### src/rtl/rmm_pkg.sv
`timescale 1ns / 1ps

package rmm_pkg;

    localparam int MAX_SIDE = 63;
    localparam int CELLS = MAX_SIDE * MAX_SIDE;
    localparam int ADDR_W = $clog2(CELLS);
    localparam int REGION_W = 11;
    localparam int SIDE_W = 6;
    localparam int ZONE_W = 10;
    localparam int HALF_W = SIDE_W - 1;
    localparam int CFG_IDX_W = 1;
    localparam int CFG_DATA_W = 6;

    localparam logic [REGION_W-1:0] WALL_CODE = '1;

    localparam logic [CFG_IDX_W-1:0] CFG_GRID_WIDTH = 1'b0;
    localparam logic [CFG_IDX_W-1:0] CFG_GRID_HEIGHT = 1'b1;

    localparam logic OP_START = 1'b0;
    localparam logic OP_TRY = 1'b1;

    localparam logic [SIDE_W-1:0] GRID_WIDTH_RESET = 6'd21;
    localparam logic [SIDE_W-1:0] GRID_HEIGHT_RESET = 6'd31;

    typedef struct packed {
        logic              operation;
        logic [SIDE_W-1:0] pos_x;
        logic [SIDE_W-1:0] pos_y;
        logic              horizontal_pick;
    } maze_in_t;

    typedef struct packed {
        logic              wall_opened;
        logic [ZONE_W-1:0] zones_left;
        logic              finished;
    } maze_out_t;

    typedef enum logic [3:0] {
        ST_IDLE,
        ST_LAYOUT,
        ST_TRY_CHECK,
        ST_READ_A,
        ST_READ_B,
        ST_COMPARE,
        ST_SCAN,
        ST_SCAN_TAIL,
        ST_REPLY
    } rmm_state_t;

    typedef struct packed {
        logic accept;
        logic layout_step;
        logic read_center;
        logic read_a;
        logic read_b;
        logic latch_a;
        logic compare_write;
        logic scan_step;
        logic scan_tail;
        logic reply;
    } rmm_cmd_t;

    typedef struct packed {
        logic op_is_start;
        logic try_ok;
        logic center_wall;
        logic pair_ok;
        logic sweep_last;
    } rmm_status_t;

    // Clamp to the legal side range, then force an odd side.
    function automatic logic [SIDE_W-1:0] effective_side(input logic [SIDE_W-1:0] v);
        logic [SIDE_W-1:0] s;
        s = v;
        if (s < SIDE_W'(3))
        begin
            s = SIDE_W'(3);
        end
        if (s > SIDE_W'(MAX_SIDE))
        begin
            s = SIDE_W'(MAX_SIDE);
        end
        if (!s[0])
        begin
            s = s - SIDE_W'(1);
        end
        return s;
    endfunction

endpackage

### src/rtl/rmm_ctrl.sv
`timescale 1ns / 1ps

module rmm_ctrl (
    input  logic                 clk,
    input  logic                 rst_n,
    input  logic                 start,
    input  rmm_pkg::rmm_status_t status,
    output rmm_pkg::rmm_cmd_t    cmd,
    output logic                 busy
);

    import rmm_pkg::*;

    rmm_state_t state_reg, state_next;

    always_ff @(posedge clk or negedge rst_n)
    begin
        if (!rst_n)
        begin
            state_reg <= ST_IDLE;
        end
        else
        begin
            state_reg <= state_next;
        end
    end

    always_comb
    begin
        state_next = state_reg;
        cmd = '0;
        busy = (state_reg != ST_IDLE);

        unique case (state_reg)
            ST_IDLE:
            begin
                if (start)
                begin
                    cmd.accept = 1'b1;
                    state_next = status.op_is_start ? ST_LAYOUT : ST_TRY_CHECK;
                end
            end
            ST_LAYOUT:
            begin
                cmd.layout_step = 1'b1;
                if (status.sweep_last)
                begin
                    state_next = ST_REPLY;
                end
            end
            ST_TRY_CHECK:
            begin
                cmd.read_center = 1'b1;
                state_next = status.try_ok ? ST_READ_A : ST_REPLY;
            end
            ST_READ_A:
            begin
                // Read data now holds the candidate cell.
                cmd.read_a = 1'b1;
                state_next = status.center_wall ? ST_READ_B : ST_REPLY;
            end
            ST_READ_B:
            begin
                cmd.read_b = 1'b1;
                cmd.latch_a = 1'b1;
                state_next = ST_COMPARE;
            end
            ST_COMPARE:
            begin
                if (status.pair_ok)
                begin
                    cmd.compare_write = 1'b1;
                    state_next = ST_SCAN;
                end
                else
                begin
                    state_next = ST_REPLY;
                end
            end
            ST_SCAN:
            begin
                cmd.scan_step = 1'b1;
                if (status.sweep_last)
                begin
                    state_next = ST_SCAN_TAIL;
                end
            end
            ST_SCAN_TAIL:
            begin
                cmd.scan_tail = 1'b1;
                state_next = ST_REPLY;
            end
            ST_REPLY:
            begin
                cmd.reply = 1'b1;
                state_next = ST_IDLE;
            end
            default:
            begin
                state_next = ST_IDLE;
            end
        endcase
    end

endmodule

### config.mk
export PLATFORM = sky130hd
export DESIGN_NAME = rmm_ctrl
export DESIGN_NICKNAME = d
export VERILOG_FILES = /design/src/rtl/rmm_pkg.sv /design/src/rtl/rmm_ctrl.sv
export SDC_FILE = /design/constraint.sdc
export NUM_CORES = 1
export LEC_CHECK = 0
export ABC_AREA = 1
export BUFFER_PORTS_ARGS = -buffer_cell sky130_fd_sc_hd__buf_4
export CORE_AREA = 2 2 39 41
export CTS_BUF_LIST = sky130_fd_sc_hd__clkbuf_8
export CTS_CLUSTER_DIAMETER = 60
export CTS_CLUSTER_SIZE = 10
export DETAILED_ROUTE_END_ITERATION = 10
export DIE_AREA = 0 0 41 43
export GPL_TIMING_DRIVEN = 0
export MAX_ROUTING_LAYER = met4
export REMOVE_ABC_BUFFERS = 1
export SETUP_SLACK_MARGIN = 0.4
export SLEW_MARGIN = 20
export SYNTH_ARGS = -nofsm -noshare
export SYNTH_HDL_FRONTEND = slang
export SYNTH_SLANG_ARGS = --single-unit
### constraint.sdc
create_clock -name clk -period 1.1 [get_ports clk]
set_clock_uncertainty 0.15 [all_clocks]
set_input_delay 0.22 -clock clk [delete_from_list [all_inputs] [get_ports clk]]
set_output_delay 0.22 -clock clk [all_outputs]
set_load 0.02 [all_outputs]
**Word level (Yosys, flattened, before mapping)**

Index checks and enable logic that the tools add are counted.

- Bits in registers: 4
- Output and inout port bits: 11

- Equal/unequal tests: 11
- Mux-type cells: 19
- Reductions and logical operators: 3

Operators by type and width:

| kind | number |
|---|---|
| $pmux W4 S8 | 1 |
| $mux W4 | 6 |
| $eq A4 B3 Y1 const B | 4 |
| $mux W1 | 10 |
| $eq A4 B2 Y1 const B | 2 |
| $ne A2 B2 Y1 const B | 3 |
| $eq A4 B1 Y1 const B | 1 |
| $eq A4 B4 Y1 const B | 1 |
| $logic_not A4 Y1 | 1 |
| $mux W2 | 2 |
| $reduce_bool A4 Y1 | 1 |
| $reduce_and A3 Y1 | 1 |

**Longest topological paths before layout**

Gate-level depths: netlist (run 1).

- Depth after elaboration: 3
- Gate-level depth with buffers: 8

**Least setup slack after synthesis (run 1)**

Ideal clock, no wire load.

- Kind: reg2out
- Start: register state_reg[0]
- End: output port cmd[5] (netlist name)
- Arrival time: 1.224 ns
- Data required time: 0.730 ns
- Slack: -0.494 ns
- Stages on the path, launching flop included: 5
- Path buffers: 1
- Cell sequence: dfrtp_1 nor2_2 inv_1 nor2_1 buf_4

RTL lines:

| what | line | RTL |
|---|---|---|
| start: declaration | rmm_ctrl.sv:14 | `rmm_state_t state_reg, state_next;` |
| start signal: assignment | rmm_ctrl.sv:24 | `state_reg <= state_next;` |
| end: declaration | rmm_ctrl.sv:8 | `output rmm_pkg::rmm_cmd_t cmd,` |

==> results of run 1 <==
[layout make-up]
| class | instances | area share (%) |
|---|---|---|
| inverter | 12 | 5.58 |
| timing repair buffer | 32 | 34.7 |
| multi-input combinational | 46 | 39.1 |
| sequential | 4 | 13.0 |
| tap | 16 | 2.48 |
| clock buffer | 3 | 5.12 |
[power groups by stage]
| stage | clock (mW) | combinational, mW | sequential, mW |
|---|---|---|---|
| after global placement | 0 | 0.974 | 0.300 |
| after CTS | 0.321 | 1.41 | 0.327 |
| after global routing | 0.332 | 1.73 | 0.349 |
| final | 0.315 | 1.59 | 0.338 |
| after floorplan | 0 | 0.672 | 0.284 |
| after detailed placement | 0 | 0.974 | 0.300 |
[worst min-delay path by stage]
stage / cells after the start / from / slack (ps) / end
after floorplan: 0 / rst_n / -230 / state_reg[0]
after detailed placement: 1 / rst_n / -130 / state_reg[2]
after global placement: 1 / rst_n / -130 / state_reg[2]
after CTS: 3 / status[2] / 100 / state_reg[2]
after global routing: 3 / status[2] / 80 / state_reg[2]
final: 3 / status[2] / 80 / state_reg[2]
[cells in the mapped netlist, drive strengths merged]
master | count | area [um^2]
buf | 1 | 7.51
nor3 | 2 | 10.0
o21ai | 1 | 5.00
nand2 | 18 | 70.1
nand3 | 8 | 45.0
nor2 | 14 | 67.6
nand3b | 3 | 22.5
dfrtp | 4 | 100
inv | 12 | 45.0
[repair_timing]
| item | CTS | global route |
|---|---|---|
| endpoints found under the hold margin | 4 | 0 |
| gates resized for setup | 26 | 15 |
| setup endpoints to repair | 15 | 15 |
| hold buffers | 1 | 0 |
| setup buffers | 10 | 3 |
| pin swaps | 13 | 9 |
[per-layer routing]
metal  vias up  global-route usage, %
met5         -                      -
met4         0                   12.0
met3         6                   3.14
met2        16                   25.0
met1       239                   20.1
li1        261                      -
[worst min-delay path, delay by kind of cell]
kind / cells / cell delay [ps]
simple gates: 2 / 90
buf+inv: 1 / 100
[metrics by stage]
step / setup TNS [ps] / util (%) / hold slack [ps]
after floorplan: -3600 / - / -226
after global placement: -3840 / 37.6 / -134
after detailed placement: -3730 / 37.6 / -133
after CTS: -5360 / 53.0 / 104
after global routing: -6400 / 58.3 / 84.3
final: -5590 / 58.3 / 77.3
[cells by family (layout without fill, tap and decap cells)]
family / Yosys count / after routing / synth area share (%)
DFF: 4 / 4 / 26.8
buffers and inverters: 13 / 47 / 14.1
and+or+nand+nor: 45 / 45 / 57.7
AOI/OAI and AO/OA: 1 / 1 / 1.34
==> flow_metrics.py, run 1 <==
metrics = {
    "synthesis": {
        "syn_inst": 63,
        "avgSynthCellArea_um2": 5.92,
        "ys_seq_area_share_pct": 26.8,
        "ys_ff_latch": 4,
        "synthDistinctLibCells": 13,
        "synth_warnings": 0,
        "syn-cell-area_um2": 373,
    },
    "layout": {
        "num-nets-final": 107,
        "diodes": 0,
        "instances_no_fill": 113,
        "drive_above_1_share_pct": 71.1,
        "largest_reg_flops": 4,
        "stdcell_area_um2": 807,
        "final_common_cell": "buf_4",
        "syn2layout_area_growth_pct": 116,
        "layout_common_cells": "buf_4, nand2_1, buf_6, inv_2",
        "fillers": 120,
        "regArea_um2": 105,
        "multiInputGateArea_um2": 315,
    },
    "clock_network": {
        "clk_latency_ps": 220,
        "cts_root_buffer": "clkbuf_8",
        "cts_num_sinks": 4,
        "cts.htree.levels": 1,
        "cts_buffer_depth": 2,
        "cts_tree": "built",
        "numCtsBuffers": 3,
        "clkTransAtPathRegs_ps": 30,
    },
    "global_route": {
        "grt_pass1_vias": 474,
        "antenna_found_initial": 0,
        "grt_max_degree": 6,
        "overflow": 0,
        "grtUsageTotal_pct": 17.1,
        "grt_pass1_wl_mm": 1.91,
    },
    "worst_setup_path": {
        "crit_arrival_ps": 1170,
        "startpoint": "state_reg[0]",
        "cp_top_family": "flip-flops",
        "critPathSlowestCell": "dfrtp_2",
        "criticalPathCategory": "flop to output pin",
        "slowest_delay_ps": 440,
        "path_cells": "buf_4, nand2_1, nor2_2, buf_6",
        "crit_end": "cmd[1]",
        "r2r_cells": 7,
        "path_buf_inv": 2,
        "r2r_slack_ps": -340,
        "crit_required_ps": 730,
        "path_max_fanout": 5,
        "start_kind": "flop",
        "worstReg2RegEnd": "state_reg[3]",
        "r2r_start": "state_reg[3]",
        "crit_cells": 4,
        "worstSetupEndpointType": "output pin",
    },
    "status": {
        "violations": "setup timing",
        "status": "finished with violations",
    },
    "route": {
        "via_count": 522,
        "ant_nets": 0,
        "dr.pass1.iters": 2,
        "vias_per_cell": 4.62,
        "top_layer": "met4",
        "wire_per_inst_um": 10.7,
        "drt-initial-drc-count": 1,
        "wl_met1_um": 473,
        "finalWirelength_mm": 1.20,
        "wl_met2_um": 631,
        "drc": 0,
        "wl_met3_um": 54,
    },
    "sta": {
        "layout_min_cycle_time_ps": 1540,
        "setup_violations": 15,
        "maxSlewHeadroom_pct": 88.0,
        "grt_setup_unrepaired": "true",
        "timing.fmax_mhz": 649,
        "setup_ws_ps": -442,
        "finalHoldViolCount": 0,
        "drv_slew": 0,
        "final.period_utilization_pct": 140,
        "tightest_slew_ps": 180,
    },
    "power_and_ir_drop": {
        "p_per_area_mw_per_mm2": 2780,
        "leakagePower_nw": 0.428,
        "intPower_mw": 1.20,
        "total_power_mw": 2.25,
        "vdd_drop_max_mv": 1.57,
        "power.share.switching_pct": 46.7,
        "combPwrFrac_pct": 70.9,
        "seqPwrFrac_pct": 15.0,
        "p_switching_mw": 1.05,
        "share_clk_of_total_power_pct": 14.0,
    },
    "hold_path": {
        "hold_path_class": "input pin to flop",
    },
    "floorplan": {
        "die_w_um": 41,
        "core-area_mm2": 0.00138,
        "io_pins": 19,
        "die_h_um": 43,
        "rows": 14,
        "start_util_pct": 26.9,
        "die-area_mm2": 0.00176,
    },
    "flow_run": {
        "maxCapViolCount": 0,
    },
    "placed_design": {
        "post_dp_cell_area_um2": 520,
        "place_hpwl_um": 707,
        "dp_cells": 96,
        "place.port_buffers": 18,
        "pre_cts_slack_ps": -349,
        "gp_congestion": 0.754,
    },
}
Power figures use the tool's default switching activity.
==> run 2: changes to the inputs <==
--- a/config.mk
+++ b/config.mk
@@ -16,7 +16,6 @@
 export GPL_TIMING_DRIVEN = 0
 export MAX_ROUTING_LAYER = met4
 export REMOVE_ABC_BUFFERS = 1
-export SETUP_SLACK_MARGIN = 0.4
 export SLEW_MARGIN = 20
 export SYNTH_ARGS = -nofsm -noshare
 export SYNTH_HDL_FRONTEND = slang
==> constraint.sdc (replaced) <==
create_clock -name clk -period 1.1 [get_ports clk]
set_clock_uncertainty 0.15 [all_clocks]
set_input_delay 0.22 -clock clk [delete_from_list [all_inputs] [get_ports clk]]
set_output_delay 0.22 -clock clk [all_outputs]
set_load 0.05 [all_outputs]
==> run 2 against run 1 <==
Count of clock-buffer cells in the layout is the same; total power grew 20%; clock power is essentially flat; worst hold slack gained 29 ps; the flow still finishes with violations (setup timing).
==> flow_metrics.py, run 2 (synthesized netlist as in run 1, its figures left out) <==
metrics = {
    "worst_setup_path": {
        "crit_arrival_ps": 1240,
        "crit_required_ps": 730,
        "criticalPathCategory": "flop to output pin",
        "r2r_start": "state_reg[3]",
        "path_max_fanout": 5,
        "start_kind": "flop",
        "worstSetupEndpointType": "output pin",
        "startpoint": "state_reg[0]",
    },
    "layout": {
        "num-nets-final": 103,
        "diodes": 0,
        "largest_reg_flops": 4,
        "syn2layout_area_growth_pct": 125,
        "drive_above_1_share_pct": 66.7,
        "layout_common_cells": "nand2_1, buf_4, buf_6, nor2_4, inv_2",
        "instances_no_fill": 109,
        "final_common_cell": "nand2_1",
    },
    "clock_network": {
        "numCtsBuffers": 3,
        "clk_latency_ps": 220,
        "clkTransAtPathRegs_ps": 30,
        "cts.htree.levels": 1,
        "cts_buffer_depth": 2,
        "cts_root_buffer": "clkbuf_8",
        "cts_tree": "built",
        "cts_num_sinks": 4,
    },
    "route": {
        "wire_per_inst_um": 11.8,
        "vias_per_cell": 4.61,
        "drt-initial-drc-count": 5,
        "finalWirelength_mm": 1.29,
        "dr.pass1.iters": 4,
        "drc": 0,
        "via_count": 503,
        "ant_nets": 0,
    },
    "status": {
        "status": "finished with violations",
        "violations": "setup timing",
    },
    "global_route": {
        "grt_pass1_wl_mm": 1.75,
        "grt_pass1_vias": 435,
        "overflow": 0,
        "grt_max_degree": 6,
        "grtUsageTotal_pct": 15.8,
        "antenna_found_initial": 0,
    },
    "floorplan": {
        "rows": 14,
        "io_pins": 19,
        "die_w_um": 41,
        "die_h_um": 43,
        "start_util_pct": 26.9,
        "core-area_mm2": 0.00138,
        "die-area_mm2": 0.00176,
    },
    "power_and_ir_drop": {
        "share_clk_of_total_power_pct": 11.7,
        "power.share.switching_pct": 52.9,
        "seqPwrFrac_pct": 13.1,
        "intPower_mw": 1.27,
        "vdd_drop_max_mv": 2.18,
        "combPwrFrac_pct": 75.2,
        "p_per_area_mw_per_mm2": 3200,
        "leakagePower_nw": 0.413,
        "p_switching_mw": 1.42,
        "total_power_mw": 2.69,
    },
    "sta": {
        "final.period_utilization_pct": 146,
        "setup_ws_ps": -509,
        "maxSlewHeadroom_pct": 86.8,
        "grt_setup_unrepaired": "true",
        "setup_violations": 15,
        "timing.fmax_mhz": 621,
        "tightest_slew_ps": 197,
        "drv_slew": 0,
        "layout_min_cycle_time_ps": 1610,
        "finalHoldViolCount": 0,
    },
    "placed_design": {
        "dp_cells": 96,
        "place_hpwl_um": 707,
        "gp_congestion": 0.754,
        "place.port_buffers": 18,
    },
    "hold_path": {
        "hold_path_class": "input pin to flop",
        "hp-start": "status[2]",
    },
    "flow_run": {
        "maxCapViolCount": 0,
    },
}
[run 2: through the flow]
stage / area, um^2 / hold WS (ps) / utilization [%] / setup WS [ps] / setup TNS (ps)
2_1_floorplan: 365 / -226 / - / -1220 / -8930
3_5_place_dp: 520 / -133 / 37.6 / -407 / -4330
4_1_cts: 732 / 102 / 52.9 / -489 / -6100
3_3_place_gp: 520 / -134 / 37.6 / -411 / -4450
6_report: 840 / 106 / 60.7 / -509 / -6160
5_1_grt: 840 / 120 / 60.7 / -551 / -6960
[run 2: worst paths after layout]
check,cells past startpoint,slack [ps],endpoint
min in group asynchronous,2,180,state_reg[1]
max in group asynchronous,2,500,state_reg[3]
hold reg to reg,3,580,state_reg[2]
hold / removal,3,110,state_reg[2]
setup / recovery,4,-510,cmd[4]
setup reg to reg,8,-310,state_reg[0]
[run 2: per-layer routing]
layer | wire length, um | vias to the layer above | GRT usage (%)
li1 | - | 257 | -
met4 | 35 | 0 | 12.0
met5 | 0 | - | -
met3 | 51 | 4 | 3.14
met2 | 748 | 19 | 23.1
met1 | 450 | 223 | 17.9
[run 2: layout make-up]
class	count	area, um^2
clock buffers	3	41.3
well taps	16	20.0
fillers	134	544
repair buffers	28	288
multi-input cells	46	335
flip-flops and latches	4	105
inverters	12	50.0
[run 2: timing repair]
| item | 4_1_cts | 5_1_grt |
|---|---|---|
| gates resized for setup | 33 | 24 |
| hold buffers | 1 | 0 |
| cloned | 0 | 0 |
| pin swaps | 5 | 12 |
| setup endpoints to repair | 15 | 15 |
| endpoints found under the hold margin | 4 | 0 |
| setup buffers | 7 | 4 |
[run 2: power groups by stage]
stage | Sequential (mW) | Combinational [mW] | Clock [mW]
finish | 0.351 | 2.02 | 0.315
global route | 0.361 | 2.17 | 0.332
CTS | 0.327 | 1.74 | 0.321
detailed placement | 0.300 | 1.26 | 0
global placement | 0.300 | 1.26 | 0
floorplan | 0.284 | 0.950 | 0
[run 2: critical path, cell delays in order (launching register included)]
cell and delay, ps:
dfrtp_2 460, nor2_4 170, inv_2 80, nor2_4 140
buf_8 160
